File: src/sv/assert_macros.svh
// assertion macros shared by the fader rtl
`ifndef ASSERT_MACROS_SVH
`define ASSERT_MACROS_SVH
`ifndef SYNTH
// antecedent implies consequent in the same cycle
`define ASSERT_IMP(lbl, clk, rst_n, ante, cons) \
	lbl: assert property (@(posedge clk) disable iff (!rst_n) (ante) |-> (cons)) \
		else $error("assertion failed");
// antecedent implies consequent in the next cycle
`define ASSERT_NXT(lbl, clk, rst_n, ante, cons) \
	lbl: assert property (@(posedge clk) disable iff (!rst_n) (ante) |=> (cons)) \
		else $error("assertion failed");
`else
`define ASSERT_IMP(lbl, clk, rst_n, ante, cons)
`define ASSERT_NXT(lbl, clk, rst_n, ante, cons)
`endif
`endif

File: src/sv/cdfr_pkg.sv
// types and constants of the cd audio fader
package cdfr_pkg;

	typedef enum logic [0:0] {
		CMD_DATA = 1'b0,
		CMD_GAIN = 1'b1
	} cmd_t;

	localparam logic [15:0] GAIN_RESET   = 16'h4000;
	localparam logic [15:0] TARGET_MASK  = 16'hFFF0;
	localparam logic [14:0] MUL_MASK     = 15'h7FF0;
	localparam logic [15:0] SILENT_LIMIT = 16'd4;
	localparam int          GAIN_SHIFT   = 14;
	localparam int          OUT_W        = 17;
	localparam logic [1:0]  LAST_BYTE    = 2'd3;

	// one assembled stereo frame with the gain to apply
	typedef struct packed {
		logic signed [15:0] left;
		logic signed [15:0] right;
		logic [14:0]        gain;
	} frame_t;

endpackage

File: src/sv/cdfr_in_if.sv
// request channel carrying data bytes and attenuation writes
interface cdfr_in_if;
	logic       valid;
	logic       ready;
	logic       cmd;
	logic [15:0] value;

	modport source (output valid, output cmd, output value, input ready);
	modport sink (input valid, input cmd, input value, output ready);
endinterface

File: src/sv/cdfr_out_if.sv
// result channel carrying attenuated stereo samples
interface cdfr_out_if;
	logic              valid;
	logic              ready;
	logic signed [16:0] left_out;
	logic signed [16:0] right_out;

	modport source (output valid, output left_out, output right_out, input ready);
	modport sink (input valid, input left_out, input right_out, output ready);
endinterface

File: src/sv/cdfr_ctrl.sv
// frame assembly and attenuation ramp control
`include "assert_macros.svh"
module cdfr_ctrl (
	input  logic                clk,
	input  logic                arst_n,
	input  logic                take,
	input  logic                cmd,
	input  logic [15:0]         value,
	output logic                frame_vld,
	output cdfr_pkg::frame_t    frame
);

	logic [7:0]  bytes_q [3];
	logic [1:0]  byte_idx_q;
	logic [15:0] cur_gain_q;
	logic [15:0] tgt_gain_q;
	logic [11:0] step_q;

	logic        is_gain;
	logic        is_data;
	logic        last_byte;
	logic [15:0] new_tgt;
	logic [15:0] wr_diff;
	logic        ramp_up;
	logic [15:0] ramp_gap;
	logic        ramp_hit;
	logic [15:0] ramp_gain;

	assign is_gain   = take && (cmd == cdfr_pkg::CMD_GAIN);
	assign is_data   = take && (cmd == cdfr_pkg::CMD_DATA);
	assign last_byte = byte_idx_q == cdfr_pkg::LAST_BYTE;
	assign frame_vld = is_data && last_byte;

	always_comb begin
		new_tgt = value & cdfr_pkg::TARGET_MASK;
		wr_diff = (new_tgt > cur_gain_q) ? (new_tgt - cur_gain_q) : (cur_gain_q - new_tgt);
		// ramp clamps once a step would reach or pass the target
		ramp_up  = tgt_gain_q > cur_gain_q;
		ramp_gap = ramp_up ? (tgt_gain_q - cur_gain_q) : (cur_gain_q - tgt_gain_q);
		ramp_hit = {4'd0, step_q} >= ramp_gap;
		if (ramp_hit) begin
			ramp_gain = tgt_gain_q;
		end else if (ramp_up) begin
			ramp_gain = cur_gain_q + {4'd0, step_q};
		end else begin
			ramp_gain = cur_gain_q - {4'd0, step_q};
		end
	end

	always_comb begin
		frame.left  = $signed({bytes_q[1], bytes_q[0]});
		frame.right = $signed({value[7:0], bytes_q[2]});
		frame.gain  = (cur_gain_q < cdfr_pkg::SILENT_LIMIT) ? '0
			: (cur_gain_q[14:0] & cdfr_pkg::MUL_MASK);
	end

	always_ff @(posedge clk) begin
		if (is_data && !last_byte) begin
			bytes_q[byte_idx_q] <= value[7:0];
		end
	end

	always_ff @(posedge clk or negedge arst_n) begin
		if (!arst_n) begin
			byte_idx_q <= '0;
			cur_gain_q <= cdfr_pkg::GAIN_RESET;
			tgt_gain_q <= cdfr_pkg::GAIN_RESET;
			step_q     <= '0;
		end else if (is_gain) begin
			tgt_gain_q <= new_tgt;
			step_q     <= wr_diff[15:4];
		end else if (is_data) begin
			byte_idx_q <= byte_idx_q + 2'd1;
			if (last_byte && (step_q != '0)) begin
				cur_gain_q <= ramp_gain;
				if (ramp_hit) begin
					step_q <= '0;
				end
			end
		end
	end

	`ASSERT_IMP(a_step_open, clk, arst_n, step_q != '0, cur_gain_q != tgt_gain_q)
	`ASSERT_NXT(a_gain_write, clk, arst_n, is_gain, tgt_gain_q[3:0] == 4'd0)

endmodule

File: src/sv/cdfr_scale.sv
// frame register, gain multipliers and result register
`include "assert_macros.svh"
module cdfr_scale (
	input  logic                clk,
	input  logic                arst_n,
	input  logic                frame_vld,
	input  cdfr_pkg::frame_t    frame,
	output logic                ready,
	output logic                out_valid,
	input  logic                out_ready,
	output logic signed [16:0]  left_out,
	output logic signed [16:0]  right_out
);

	logic              vld_s1;
	cdfr_pkg::frame_t  frame_s1;
	logic              vld_q;
	logic signed [16:0] left_q;
	logic signed [16:0] right_q;

	logic              move_out;
	logic signed [15:0] gain_s;
	logic signed [31:0] prod_l;
	logic signed [31:0] prod_r;

	assign move_out = !vld_q || out_ready;
	assign ready    = !vld_s1 || move_out;

	assign gain_s = $signed({1'b0, frame_s1.gain});
	assign prod_l = frame_s1.left * gain_s;
	assign prod_r = frame_s1.right * gain_s;

	always_ff @(posedge clk or negedge arst_n) begin
		if (!arst_n) begin
			vld_s1 <= 1'b0;
			vld_q  <= 1'b0;
		end else begin
			if (ready) begin
				vld_s1 <= frame_vld;
			end
			if (move_out) begin
				vld_q <= vld_s1;
			end
		end
	end

	always_ff @(posedge clk) begin
		if (ready && frame_vld) begin
			frame_s1 <= frame;
		end
		// product fits in 31 bits, so the arithmetic shift keeps bits 30..14
		if (move_out && vld_s1) begin
			left_q  <= prod_l[30:cdfr_pkg::GAIN_SHIFT];
			right_q <= prod_r[30:cdfr_pkg::GAIN_SHIFT];
		end
	end

	assign out_valid = vld_q;
	assign left_out  = left_q;
	assign right_out = right_q;

	`ASSERT_NXT(a_s1_moves, clk, arst_n, vld_s1 && move_out, vld_q)
	`ASSERT_NXT(a_bubble_moves, clk, arst_n, !vld_s1 && move_out, !vld_q)
	`ASSERT_NXT(a_silent, clk, arst_n, vld_s1 && move_out && (frame_s1.gain == '0), (left_q == '0) && (right_q == '0))

endmodule

File: src/sv/cd_audio_fader_ramp_top.sv
// cd audio fader with attenuation ramp, top level
//
// din takes one request per cycle while ready is high: cmd low carries
// an audio byte in value[7:0], cmd high writes the 16-bit attenuation
// word. four audio bytes (left low, left high, right low, right high)
// form a frame; the fourth byte of each frame gives one result on dout,
// the two samples scaled by bits 14..4 of the current attenuation and
// shifted right by 14. attenuation writes and the first three bytes of
// a frame give no result. after every frame the applied attenuation
// steps toward the written target by a sixteenth of the gap seen at
// write time, and clamps. a result passes from the frame register
// through the multiplier into the result register. throughput: one
// request per cycle while ready is high; ready stays high while the
// result register is free or taken, with the multiplier combinational.
// when dout stalls the frame register fills, then din.ready drops.
// reset clears the byte position and sets attenuation and target to
// 0x4000 with no ramp in progress.
module cd_audio_fader_ramp_top (
	input  logic      clk,
	input  logic      arst_n,
	cdfr_in_if.sink   din,
	cdfr_out_if.source dout
);

	logic             take;
	logic             frame_vld;
	cdfr_pkg::frame_t frame;
	logic             ready;

	assign din.ready = ready;
	assign take      = din.valid && ready;

	cdfr_ctrl u_ctrl (
		.clk       (clk),
		.arst_n    (arst_n),
		.take      (take),
		.cmd       (din.cmd),
		.value     (din.value),
		.frame_vld (frame_vld),
		.frame     (frame)
	);

	cdfr_scale u_scale (
		.clk       (clk),
		.arst_n    (arst_n),
		.frame_vld (frame_vld),
		.frame     (frame),
		.ready     (ready),
		.out_valid (dout.valid),
		.out_ready (dout.ready),
		.left_out  (dout.left_out),
		.right_out (dout.right_out)
	);

endmodule

File: src/flat_wrapper.sv
// flat-port wrapper written by rule: the top's interface ports become plain ports
module cd_audio_fader_ramp_top_flat 
  (clk, arst_n, din_valid, din_cmd, din_value, din_ready, dout_valid, dout_left_out, dout_right_out, dout_ready);
  cdfr_in_if din_i ();
  cdfr_out_if dout_i ();
  input  logic clk;
  input  logic arst_n;
  input wire logic [$bits(din_i.valid)-1:0] din_valid;
  input wire logic [$bits(din_i.cmd)-1:0] din_cmd;
  input wire logic [$bits(din_i.value)-1:0] din_value;
  output wire logic [$bits(din_i.ready)-1:0] din_ready;
  output wire logic [$bits(dout_i.valid)-1:0] dout_valid;
  output wire logic [$bits(dout_i.left_out)-1:0] dout_left_out;
  output wire logic [$bits(dout_i.right_out)-1:0] dout_right_out;
  input wire logic [$bits(dout_i.ready)-1:0] dout_ready;
  assign din_i.valid = din_valid;
  assign din_i.cmd = din_cmd;
  assign din_i.value = din_value;
  assign din_ready = din_i.ready;
  assign dout_valid = dout_i.valid;
  assign dout_left_out = dout_i.left_out;
  assign dout_right_out = dout_i.right_out;
  assign dout_i.ready = dout_ready;
  cd_audio_fader_ramp_top u_core (.clk(clk), .arst_n(arst_n), .din(din_i), .dout(dout_i));
endmodule
File: config.mk
export PLATFORM = sky130hd
export DESIGN_NAME = cd_audio_fader_ramp_top_flat
export DESIGN_NICKNAME = d
export VERILOG_FILES = /design/src/sv/cdfr_pkg.sv /design/src/sv/cdfr_in_if.sv /design/src/sv/cdfr_out_if.sv /design/src/sv/cdfr_ctrl.sv /design/src/sv/cdfr_scale.sv /design/src/sv/cd_audio_fader_ramp_top.sv /design/src/flat_wrapper.sv
export VERILOG_INCLUDE_DIRS = /design/src /design/src/sv
export SDC_FILE = /design/constraint.sdc
export NUM_CORES = 1
export LEC_CHECK = 0
export ABC_AREA = 1
export BUFFER_PORTS_ARGS = -buffer_cell sky130_fd_sc_hd__buf_2
export CORE_UTILIZATION = 45
export CTS_BUF_LIST = sky130_fd_sc_hd__clkbuf_8
export CTS_CLUSTER_SIZE = 25
export DETAILED_ROUTE_END_ITERATION = 6
export GPL_TIMING_DRIVEN = 0
export HOLD_SLACK_MARGIN = 0.12
export MAX_ROUTING_LAYER = met4
export PLACE_DENSITY = 0.73
export SYNTH_ARGS = -nofsm -noshare
export SYNTH_HDL_FRONTEND = slang
export SYNTH_SLANG_ARGS = --single-unit
File: constraint.sdc
create_clock -name clk -period 7.45 [get_ports clk]
set_input_delay 1.1175 -clock clk [delete_from_list [all_inputs] [get_ports clk]]
set_output_delay 1.1175 -clock clk [all_outputs]
set_load 0.01 [all_outputs]
* Yosys cells after proc, flatten, opt, wreduce, memory -nomap -nowiden
Memories as Yosys holds them, arrays and structs flattened. A register that Yosys moved wholly into a read port is not among the register bits. Index checks and enable logic that the tools add are counted. Widths: inputs -> output; s select.
Operators by class: reduce and logical (&&, ||, !) cells 20, multiplexer cells 10, $mul 2, $add $sub $neg 7, equality and inequality tests 1, bitwise logic cells 2, $lt $le $gt $ge 4
Operators with widths (number):
- $mux 16 | 4
- $sub 16x16->16 | 4
- $mul 16x16->31 | 2
- $mux 12 | 4
- $gt 16x16->1 | 2
- $add 16x12->16 | 1
- $ge 12x16->1 | 1
- $lt 16x3->1 const B | 1
- $sub 16x12->16 | 1
- $reduce_bool 12->1 | 1
- $logic_and 1x1->1 | 8
- $reduce_and 3->1 | 2
- $reduce_bool 2->1 | 3
- $logic_not 1->1 | 3
- $add 2x1->2 const B | 1
- $eq 2x2->1 const B | 1
- $logic_or 1x1->1 | 2
- $mux 1 | 2
- $not 1->1 | 2
- $reduce_and 2->1 | 1
Storage, ports and cells: flip-flop bits (word level) 109, input port bits 21, logic and storage cells 58, output and inout port bits 36, memory bits (writable) 24, memories kept 1
Memories:
- u_core.u_ctrl.bytes_q | words 3, width 8, read ports 3, clocked after memory_dff 3, wr ports 1, line cdfr_ctrl.sv:13 | logic [7:0] bytes_q [3];

* Depth between registers and ports, before layout
Gate-level depths: netlist of the first run.
depth in word-level cells 8, depth in mapped cells 27, gate-level depth less buffers 25

* Cells and area by module
Synthesis of the first run repeated with hierarchy kept, for this count alone.
Second synthesis, totals: cell total of the unflattened synthesis 3827, area, all modules 29201.8 um2
By module, submodules not included:
- cdfr_scale | instances 1, sequential area each 2482.4 um2, area an instance 22544.1 um2, cells each 2860
- cdfr_ctrl | instances 1, sequential area each 1774.2 um2, area an instance 6650.1 um2, cells each 965
- cd_audio_fader_ramp_top | instances 1, sequential area each 0.0 um2, area an instance 7.5 um2, cells each 2

* Worst setup path before layout of the first run
No wires, ideal clock.
kind register -> register, from register u_core.u_scale.frame_s1[10] (netlist name), to register u_core.u_scale.right_q[16], in the netlist u_core.u_scale.right_out[16], data pin, required time 7.189 ns, period minus slack after synthesis 5.252 ns, arrival 4.991 ns, path slack 2.198 ns, cell stages (with the launch flop) 18, path through edfxtp_1 clkbuf_1 nand2_1 fa_1 fa_1 inv_1 fa_1 fa_1 inv_1 fa_1 inv_1 ha_1 ha_1 a21oi_1 o21bai_1 a221oi_1 nand3_1 xor2_1
Between the ends: cells in the longest elaborated chain, start to end 1
RTL lines:
- from (decl) | line cdfr_scale.sv:16 | cdfr_pkg::frame_t frame_s1;
- from (signal assigned) | line cdfr_scale.sv:49 | frame_s1 <= frame;
- $mul 16x16->31 | line cdfr_scale.sv:31 | assign prod_r = frame_s1.right * gain_s;
- net u_core.u_scale.prod_r[30] | line cdfr_scale.sv:24 | logic signed [31:0] prod_r;
- to (signal assigned) | line cdfr_scale.sv:54 | right_q <= prod_r[30:cdfr_pkg::GAIN_SHIFT];
- to (decl) | line cdfr_scale.sv:19 | logic signed [16:0] right_q;
The timed path passes the listed nets, and every way through them passes these cells. A chain may end at the register's enable or synchronous reset.

* Final worst setup path of the first run
Ends and elaborated chain as after synthesis.

==> results of run 1 <==
[worst max-delay path, stage by stage, from the launching register on]
cell and delay (ps):
sky130_fd_sc_hd__edfxtp_1 510, sky130_fd_sc_hd__clkbuf_1 690, sky130_fd_sc_hd__nand2_1 320, sky130_fd_sc_hd__fa_1 690
sky130_fd_sc_hd__inv_1 110, sky130_fd_sc_hd__fa_1 540, sky130_fd_sc_hd__inv_1 50, sky130_fd_sc_hd__fa_1 500
sky130_fd_sc_hd__inv_1 60, sky130_fd_sc_hd__fa_1 500, sky130_fd_sc_hd__inv_1 60, sky130_fd_sc_hd__fa_1 530
sky130_fd_sc_hd__inv_1 40, sky130_fd_sc_hd__ha_1 300, sky130_fd_sc_hd__ha_1 380, sky130_fd_sc_hd__nand2_1 100
sky130_fd_sc_hd__nor2_1 60, sky130_fd_sc_hd__a221oi_1 260, sky130_fd_sc_hd__nand3_1 180, sky130_fd_sc_hd__xor2_1 180
[flip-flops by register name, summed over array words and instances, names as in the netlist]
register	cells
u_core.u_ctrl.bytes_q	24
u_core.u_scale.vld_s1	1
u_core.u_ctrl.byte_idx_q	2
u_core.u_ctrl.step_q	12
u_core.u_scale.out_valid	1
u_core.u_scale.left_out	17
u_core.u_scale.right_out	17
u_core.u_scale.frame_s1	43
u_core.u_ctrl.cur_gain_q	16
u_core.u_ctrl.tgt_gain_q	12
[cell families after synthesis]
| logic type | count (synthesis) | share of synthesized area |
|---|---|---|
| AND/OR/NAND/NOR | 930 | 0.169 |
| buffers and inverters | 764 | 0.129 |
| adder cells (fa/ha/maj) | 571 | 0.424 |
| AO/OA/AOI/OAI | 212 | 0.0529 |
| flip-flops | 145 | 0.185 |
| XOR/XNOR | 100 | 0.0391 |
| multiplexers | 2 | 0.000894 |
[how the worst max path moves through the flow]
| stage | cells past startpoint | from | endpoint |
|---|---|---|---|
| global placement | 19 | u_core.u_scale.frame_s1[10]$_SDFFCE_PN0P_ | u_core.u_scale.right_out[16]$_DFFE_PP_ |
| finish | 19 | u_core.u_scale.frame_s1[10]$_SDFFCE_PN0P_ | u_core.u_scale.right_out[16]$_DFFE_PP_ |
| CTS | 19 | u_core.u_scale.frame_s1[10]$_SDFFCE_PN0P_ | u_core.u_scale.right_out[16]$_DFFE_PP_ |
| global route | 19 | u_core.u_scale.frame_s1[10]$_SDFFCE_PN0P_ | u_core.u_scale.right_out[16]$_DFFE_PP_ |
| floorplan | 17 | u_core.u_scale.frame_s1[10]$_SDFFCE_PN0P_ | u_core.u_scale.right_out[16]$_DFFE_PP_ |
| detailed placement | 19 | u_core.u_scale.frame_s1[10]$_SDFFCE_PN0P_ | u_core.u_scale.right_out[16]$_DFFE_PP_ |
[cell type report]
cell class | instances | area (um2) | share of cell area
multi-input cells | 1815 | 15400 | 0.641
flip-flops and latches | 145 | 4140 | 0.172
inverters | 670 | 2510 | 0.105
well taps | 664 | 831 | 0.0346
plain buffers | 94 | 384 | 0.0160
repair buffers | 58 | 328 | 0.0137
clock buffers | 17 | 234 | 0.00975
clock inverters | 15 | 183 | 0.00761
diodes | 2 | 5.00 | 0.000209
[through the flow]
stage / utilization / hold slack, ps / setup slack, ps / instances / cell area [um2]
4_1_cts: 0.489 / 423 / 1120 / 3478 / 24000
6_report: 0.489 / 422 / 1110 / 3480 / 24000
3_3_place_gp: 0.479 / 401 / 1110 / 3444 / 23500
5_1_grt: 0.489 / 433 / 806 / 3478 / 24000
2_1_floorplan: - / 400 / 2200 / 2724 / 22400
3_5_place_dp: 0.481 / 405 / 1170 / 3446 / 23600
[cells in the mapped netlist (4+ instances only)]
master	instances	area (um2)
sky130_fd_sc_hd__edfxtp_1	101	3030
sky130_fd_sc_hd__o21ai_0	66	330
sky130_fd_sc_hd__dfrtp_1	42	1050
sky130_fd_sc_hd__nor3_1	14	70.1
sky130_fd_sc_hd__o21bai_1	11	82.6
sky130_fd_sc_hd__ha_1	256	3200
sky130_fd_sc_hd__a31oi_1	6	37.5
sky130_fd_sc_hd__nand2_2	5	31.3
sky130_fd_sc_hd__inv_1	668	2510
sky130_fd_sc_hd__nor4_1	7	43.8
sky130_fd_sc_hd__a21boi_0	5	37.5
sky130_fd_sc_hd__nand3_1	95	475
sky130_fd_sc_hd__clkbuf_1	85	319
sky130_fd_sc_hd__fa_1	315	6310
sky130_fd_sc_hd__nor2_1	84	315
sky130_fd_sc_hd__a21o_1	8	60.1
sky130_fd_sc_hd__nand4_1	15	93.8
sky130_fd_sc_hd__a21oi_1	96	480
sky130_fd_sc_hd__nand2_1	695	2610
sky130_fd_sc_hd__buf_2	4	20.0
sky130_fd_sc_hd__xor2_1	62	543
sky130_fd_sc_hd__xnor2_1	38	333
[metal layers]
metal	GRT usage	part of all wire	routed length, um	vias up
met5	-	0	0	-
met3	0.0349	0.058	3110	86
met2	0.393	0.50	26900	491
met4	0.0808	0.026	1410	0
li1	-	-	-	8372
met1	0.282	0.41	22000	8431
==> insert_results.sql, run 1 <==
INSERT INTO impl_metrics (metric_group, metric, value, unit) VALUES
('outcome', 'outcome', 'finished, final reports clean', ''),
('synthesis', 'yosysWarningCount', '0', ''),
('route', 'route.antenna.remaining_nets', '0', ''),
('route', 'via_count', '17400', ''),
('run', 'drv_cap', '0', ''),
('clock_network', 'cts_buffer_depth', '2', ''),
('clock_network', 'clk_pin_slew_worst_paths', '90', 'ps'),
('sta', 'final.setup.tns', '0', 'ps'),
('synthesis', 'synthesis.area', '22400', 'um2'),
('global_route', 'aggregate_global_route_resource_usage', '0.232', ''),
('worst_setup_path', 'r2r_start', 'u_core.u_scale.frame_s1[10]$_SDFFCE_PN0P_', ''),
('route', 'detailedRoute.firstPassIterationCount', '6', ''),
('synthesis', 'yosys_register_bits', '145', ''),
('clock_network', 'cts_tree', 'yes', ''),
('worst_setup_path', 'worst-endpoint-arrival', '6620', 'ps'),
('sta', 'final-hold-violation-count', '0', ''),
('sta', 'fin_skew', '22.1', 'ps'),
('final_layout', 'post_route_cells_drive_above_1_share', '0.0416', ''),
('floorplanning', 'fp-row-count', '81', ''),
('global_route', 'vias_in_the_first_global_route', '17500', ''),
('final_layout', 'layout-area-overhead-vs-synth', '7.14', '%'),
('floorplanning', 'die_w', '225', 'um'),
('sta', 'drv_slew', '0', ''),
('min_path', 'hold_start', 'u_core.u_ctrl.bytes_q[0][1]$_DFFE_PP_', ''),
('worst_setup_path', 'worstReg2RegEnd', 'u_core.u_scale.right_out[16]$_DFFE_PP_', ''),
('synthesis', 'synth.net_count', '3316', ''),
('global_route', 'grt_first_pass_wirelength', '87900', 'um'),
('final_layout', 'number_of_filler_cells_placed_in_the_layout', '4778', ''),
('floorplanning', 'core_area', '49100', 'um2'),
('floorplanning', 'initial_utilization', '0.457', ''),
('min_path', 'hold_class', 'reg2reg', ''),
('floorplanning', 'num_io_pins', '57', ''),
('placement', 'placement.io_buffers', '56', ''),
('floorplanning', 'total_die_area', '50700', 'um2'),
('worst_setup_path', 'critPathCaptureType', 'register', ''),
('route', 'detail_route.iter0.violations', '1077', ''),
('global_route', 'grt_max_degree', '45', ''),
('route', 'wl', '53400', 'um'),
('clock_network', 'clock_buffers_created_by_tritoncts', '17', ''),
('min_path', 'worst_hold_path.num_cells', '0', ''),
('sta', 'slew_limit_headroom', '0.236', ''),
('final_layout', 'final_common_cell', 'sky130_fd_sc_hd__nand2_1', ''),
('route', 'detail_route.wl_per_cell', '15.3', 'um'),
('route', 'viasPerCell', '4.99', ''),
('clock_network', 'clock_latency', '540', 'ps'),
('synthesis', 'synth-seq-area-share', '0.185', ''),
('sta', 'worstMarginPinSlew', '1150', 'ps'),
('placement', 'routabilityCongestion', '0.942', ''),
('route', 'remaining_drc_errors', '0', ''),
('sta', 'max_clock_freq', '0.158', 'GHz'),
('min_path', 'min_to', 'u_core.u_scale.frame_s1[32]$_DFFE_PP_', ''),
('global_route', 'grt.overflow.total', '0', ''),
('synthesis', 'synth_area_per_cell', '8.22', 'um2'),
('synthesis', 'ys_async_sr_fraction', '0.303', ''),
('sta', 'rsz_0062_raised_after_global_routing', 'no', ''),
('global_route', 'number_of_antenna_violations_at_the_first_check_in_global_routing', '0', ''),
('clock_network', 'clk_root_buffer_cell', 'sky130_fd_sc_hd__clkbuf_8', ''),
('worst_setup_path', 'worst-r2r-setup-slack', '1110', 'ps'),
('placement', 'detailed_place_hpwl', '44400', 'um'),
('floorplanning', 'chipHeight', '225', 'um'),
('worst_setup_path', 'critical_path.max_fanout', '10', ''),
('clock_network', 'postCtsHoldBufs', '0', ''),
('sta', 'post-route-min-period', '6340', 'ps'),
('synthesis', 'synth_enable_flop_cells', '101', ''),
('sta', 'setup_violations', '0', ''),
('final_layout', 'layout.nets', '3393', ''),
('synthesis', 'synthFlopType', 'sky130_fd_sc_hd__edfxtp_1', ''),
('sta', 'fin_crit_sh', '0.851', ''),
('synthesis', 'synthDistinctLibCells', '49', ''),
('clock_network', 'cts_sinks', '145', ''),
('clock_network', 'htreeDepth', '4', ''),
('clock_network', 'post-cts-setup-buffer-count', '0', ''),
('worst_setup_path', 'r2r.worst_path.cells', '19', ''),
('worst_setup_path', 'worstSetupStartpointType', 'register', ''),
('worst_setup_path', 'worstSetupPathType', 'reg2reg', ''),
('final_layout', 'layout_common_cells', 'sky130_fd_sc_hd__nand2_1 (695), sky130_fd_sc_hd__inv_1 (669), sky130_fd_sc_hd__fa_1 (315)', ''),
('synthesis', 'synthCells', '2724', ''),
('worst_setup_path', 'data_required_critical_path', '7730', 'ps'),
('clock_network', 'post_cts_resized', '0', '');
Power of run 1 is not shown: default switching activity piles up to over one toggle a cycle in this logic, so the estimate is an artifact.
==> inputs of run 2 (changes only) <==
--- a/config.mk
+++ b/config.mk
@@ -6,8 +6,8 @@
 export SDC_FILE = /design/constraint.sdc
 export NUM_CORES = 1
 export LEC_CHECK = 0
-export ABC_AREA = 1
 export BUFFER_PORTS_ARGS = -buffer_cell sky130_fd_sc_hd__buf_2
+export CAP_MARGIN = 20
 export CORE_UTILIZATION = 45
 export CTS_BUF_LIST = sky130_fd_sc_hd__clkbuf_8
 export CTS_CLUSTER_SIZE = 25
@@ -16,6 +16,7 @@
 export HOLD_SLACK_MARGIN = 0.12
 export MAX_ROUTING_LAYER = met4
 export PLACE_DENSITY = 0.73
+export SLEW_MARGIN = 20
 export SYNTH_ARGS = -nofsm -noshare
 export SYNTH_HDL_FRONTEND = slang
 export SYNTH_SLANG_ARGS = --single-unit
==> run 2 against run 1 <==
Against the previous run:
- non-clock buffer count grew 10
- synthesized area shrank 5.2%
- fmax shrank 6.9%
- global-route usage shrank 0.57 points
- via count shrank 11%
- largest cell class unchanged
- flip-flop and latch count is the same
- wire length shrank 6.0%
- count of clock-buffer cells in the layout is the same
==> insert_results.sql, run 2 <==
INSERT INTO impl_metrics (metric_group, metric, value, unit) VALUES
('outcome', 'outcome', 'finished, final reports clean', ''),
('floorplanning', 'num_io_pins', '57', ''),
('placement', 'dpl_worst_slack', '711', 'ps'),
('worst_setup_path', 'r2r_start', 'u_core.u_scale.frame_s1[8]$_SDFFCE_PN0P_', ''),
('clock_network', 'clk_pin_slew_worst_paths', '90', 'ps'),
('synthesis', 'yosys_register_bits', '145', ''),
('synthesis', 'synth_top_area_share', '0.297', ''),
('final_layout', 'layout-area-overhead-vs-synth', '6.94', '%'),
('clock_network', 'cts_buffer_depth', '2', ''),
('synthesis', 'synth_enable_flop_cells', '101', ''),
('synthesis', 'synthTopCellsByArea', 'sky130_fd_sc_hd__fa_1 (30%), sky130_fd_sc_hd__ha_1 (15%), sky130_fd_sc_hd__edfxtp_1 (14%)', ''),
('synthesis', 'synth_area_per_cell', '9.69', 'um2'),
('global_route', 'grt_first_pass_wirelength', '82200', 'um'),
('route', 'remaining_drc_errors', '0', ''),
('clock_network', 'htreeDepth', '4', ''),
('clock_network', 'post-cts-setup-buffer-count', '0', ''),
('placement', 'detailed_place_hpwl', '41100', 'um'),
('final_layout', 'final_common_cell', 'sky130_fd_sc_hd__inv_1', ''),
('sta', 'post-route-min-period', '6810', 'ps'),
('worst_setup_path', 'worst-r2r-setup-slack', '640', 'ps'),
('worst_setup_path', 'critical_path.max_fanout', '10', ''),
('synthesis', 'synth-seq-area-share', '0.195', ''),
('clock_network', 'postCtsHoldBufs', '0', ''),
('min_path', 'worst_hold_path.num_cells', '0', ''),
('worst_setup_path', 'r2r.worst_path.cells', '19', ''),
('sta', 'fin_ws', '642', 'ps'),
('route', 'viasPerCell', '5.38', ''),
('final_layout', 'layout_common_cells', 'sky130_fd_sc_hd__inv_1 (357), sky130_fd_sc_hd__fa_1 (315), sky130_fd_sc_hd__ha_1 (256)', ''),
('worst_setup_path', 'worst-endpoint-arrival', '7060', 'ps'),
('floorplanning', 'fp-row-count', '79', ''),
('global_route', 'aggregate_global_route_resource_usage', '0.226', ''),
('synthesis', 'synthDistinctLibCells', '63', ''),
('synthesis', 'yosysTopAreaCell', 'sky130_fd_sc_hd__fa_1', ''),
('floorplanning', 'die_w', '219', 'um'),
('sta', 'drv_slew', '0', ''),
('min_path', 'hold_start', 'u_core.u_ctrl.bytes_q[2][3]$_DFFE_PP_', ''),
('final_layout', 'largest_registers', 'u_core.u_scale.frame_s1 (43), u_core.u_ctrl.bytes_q (24)', ''),
('final_layout', 'insertedDiodeCount', '0', ''),
('global_route', 'number_of_antenna_violations_at_the_first_check_in_global_routing', '0', ''),
('synthesis', 'yosysWarningCount', '0', ''),
('route', 'via_count', '15500', ''),
('global_route', 'grt.overflow.total', '0', ''),
('global_route', 'vias_in_the_first_global_route', '16500', ''),
('sta', 'slew_limit_headroom', '0.379', ''),
('final_layout', 'multiInputGateArea', '15400', 'um2'),
('floorplanning', 'initial_utilization', '0.456', ''),
('route', 'route.antenna.remaining_nets', '0', ''),
('final_layout', 'register_bank_with_the_most_flops', 'u_core.u_scale.frame_s1', ''),
('sta', 'fin_crit_sh', '0.914', ''),
('synthesis', 'synth.net_count', '2785', ''),
('final_layout', 'fin_cells', '2890', ''),
('min_path', 'hold_class', 'reg2reg', ''),
('floorplanning', 'core_area', '46600', 'um2'),
('final_layout', 'number_of_filler_cells_placed_in_the_layout', '4304', ''),
('sta', 'fin_skew', '19.9', 'ps'),
('sta', 'rsz_0062_raised_after_global_routing', 'no', ''),
('synthesis', 'synthesis.area', '21200', 'um2'),
('worst_setup_path', 'worstSetupPathType', 'reg2reg', ''),
('clock_network', 'post_cts_resized', '0', ''),
('placement', 'routabilityCongestion', '0.922', ''),
('route', 'wl', '50200', 'um'),
('route', 'detail_route.wl_per_cell', '17.4', 'um'),
('global_route', 'grt_max_degree', '45', ''),
('synthesis', 'synth_most_common_cell', 'sky130_fd_sc_hd__inv_1', ''),
('synthesis', 'synthFlopType', 'sky130_fd_sc_hd__edfxtp_1', ''),
('clock_network', 'clock_buffers_created_by_tritoncts', '17', ''),
('synthesis', 'yosys-top-cells-count', 'sky130_fd_sc_hd__inv_1 (356), sky130_fd_sc_hd__fa_1 (315), sky130_fd_sc_hd__ha_1 (256), sky130_fd_sc_hd__nand2_1 (246), sky130_fd_sc_hd__and2_1 (205)', ''),
('clock_network', 'clock_latency', '510', 'ps'),
('sta', 'worstMarginPinSlew', '931', 'ps'),
('run', 'drv_cap', '0', ''),
('clock_network', 'cts_sinks', '145', ''),
('worst_setup_path', 'data_required_critical_path', '7700', 'ps'),
('final_layout', 'largest_register_ffs', '43', ''),
('route', 'detailedRoute.firstPassIterationCount', '5', ''),
('placement', 'placement.io_buffers', '56', ''),
('route', 'detail_route.iter0.violations', '1042', ''),
('sta', 'final.setup.tns', '0', 'ps'),
('worst_setup_path', 'critPathCaptureType', 'register', ''),
('final_layout', 'ff_latch_area', '4140', 'um2'),
('clock_network', 'clk_root_buffer_cell', 'sky130_fd_sc_hd__clkbuf_8', ''),
('synthesis', 'ys_async_sr_fraction', '0.303', ''),
('worst_setup_path', 'worstReg2RegEnd', 'u_core.u_scale.left_out[16]$_DFFE_PP_', ''),
('min_path', 'min_to', 'u_core.u_scale.frame_s1[18]$_DFFE_PP_', ''),
('sta', 'final-hold-violation-count', '0', ''),
('final_layout', 'post_route_cells_drive_above_1_share', '0.0504', ''),
('sta', 'max_clock_freq', '0.147', 'GHz'),
('final_layout', 'layout.nets', '2862', ''),
('sta', 'setup_violations', '0', ''),
('floorplanning', 'total_die_area', '48100', 'um2'),
('synthesis', 'synthCells', '2193', ''),
('worst_setup_path', 'worstSetupStartpointType', 'register', ''),
('floorplanning', 'chipHeight', '219', 'um'),
('placement', 'placed_cells_incl_taps', '2858', ''),
('clock_network', 'cts_tree', 'yes', '');
[run 2: cell type report]
cell class	instances	share of cell area
flip-flops and latches	145	0.182
multi-input cells	1586	0.676
inverters	358	0.0591
clock buffers	17	0.0103
well taps	607	0.0334
clock inverters	15	0.00694
repair buffers	58	0.0142
plain buffers	104	0.0176
[run 2: cell families after synthesis]
group	Yosys count	share of synthesized area
xor gates and xnor gates	88	0.0363
and+or+nand+nor	654	0.153
DFF	145	0.195
AOI/OAI and AO/OA	261	0.0807
buffers and inverters	462	0.0820
adders and majority gates	571	0.448
muxes	12	0.00571
[run 2: metal layers]
| layer | up-vias | share of wire | track usage |
|---|---|---|---|
| li1 | 7172 | - | - |
| met1 | 7754 | 0.40 | 0.267 |
| met2 | 501 | 0.50 | 0.390 |
| met3 | 109 | 0.063 | 0.0323 |
| met4 | 0 | 0.033 | 0.0852 |
| met5 | - | 0 | - |
[run 2: worst max path at each step]
stage / from / to / slack [ps] / depth (start not counted)
final: u_core.u_scale.frame_s1[8]$_SDFFCE_PN0P_ / u_core.u_scale.left_out[16]$_DFFE_PP_ / 640 / 19
after global routing: u_core.u_scale.frame_s1[4]$_SDFFCE_PN0P_ / u_core.u_scale.left_out[16]$_DFFE_PP_ / 230 / 21
after CTS: u_core.u_scale.frame_s1[4]$_SDFFCE_PN0P_ / u_core.u_scale.left_out[16]$_DFFE_PP_ / 690 / 21
after detailed placement: u_core.u_scale.frame_s1[4]$_SDFFCE_PN0P_ / u_core.u_scale.left_out[16]$_DFFE_PP_ / 710 / 21
after global placement: u_core.u_scale.frame_s1[4]$_SDFFCE_PN0P_ / u_core.u_scale.left_out[16]$_DFFE_PP_ / 820 / 21
after floorplan: u_core.u_scale.frame_s1[7]$_SDFFCE_PN0P_ / u_core.u_scale.left_out[16]$_DFFE_PP_ / 1710 / 19
[run 2: stage by stage]
step | util | cell area [um2] | hold slack [ps]
2_1_floorplan | - | 21200 | 400
3_3_place_gp | 0.479 | 22300 | 403
3_5_place_dp | 0.480 | 22300 | 405
4_1_cts | 0.488 | 22700 | 419
5_1_grt | 0.488 | 22700 | 429
6_report | 0.488 | 22700 | 421
[run 2: critical path, cell delays in order, from the launching register on]
cell and delay, ps:
sky130_fd_sc_hd__edfxtp_1 570, sky130_fd_sc_hd__clkbuf_1 540, sky130_fd_sc_hd__nand2_1 170, sky130_fd_sc_hd__fa_1 510, sky130_fd_sc_hd__fa_1 530, sky130_fd_sc_hd__inv_1 60
sky130_fd_sc_hd__fa_1 550, sky130_fd_sc_hd__fa_1 430, sky130_fd_sc_hd__fa_1 440, sky130_fd_sc_hd__ha_1 300, sky130_fd_sc_hd__ha_1 330, sky130_fd_sc_hd__a21o_1 220
sky130_fd_sc_hd__a221o_1 350, sky130_fd_sc_hd__nand2_1 90, sky130_fd_sc_hd__o21ai_0 70, sky130_fd_sc_hd__a21oi_1 340, sky130_fd_sc_hd__o21ai_0 270, sky130_fd_sc_hd__o41ai_1 490
sky130_fd_sc_hd__o21bai_1 140, sky130_fd_sc_hd__xnor2_1 140
Power of run 2 is left out for the same reason.
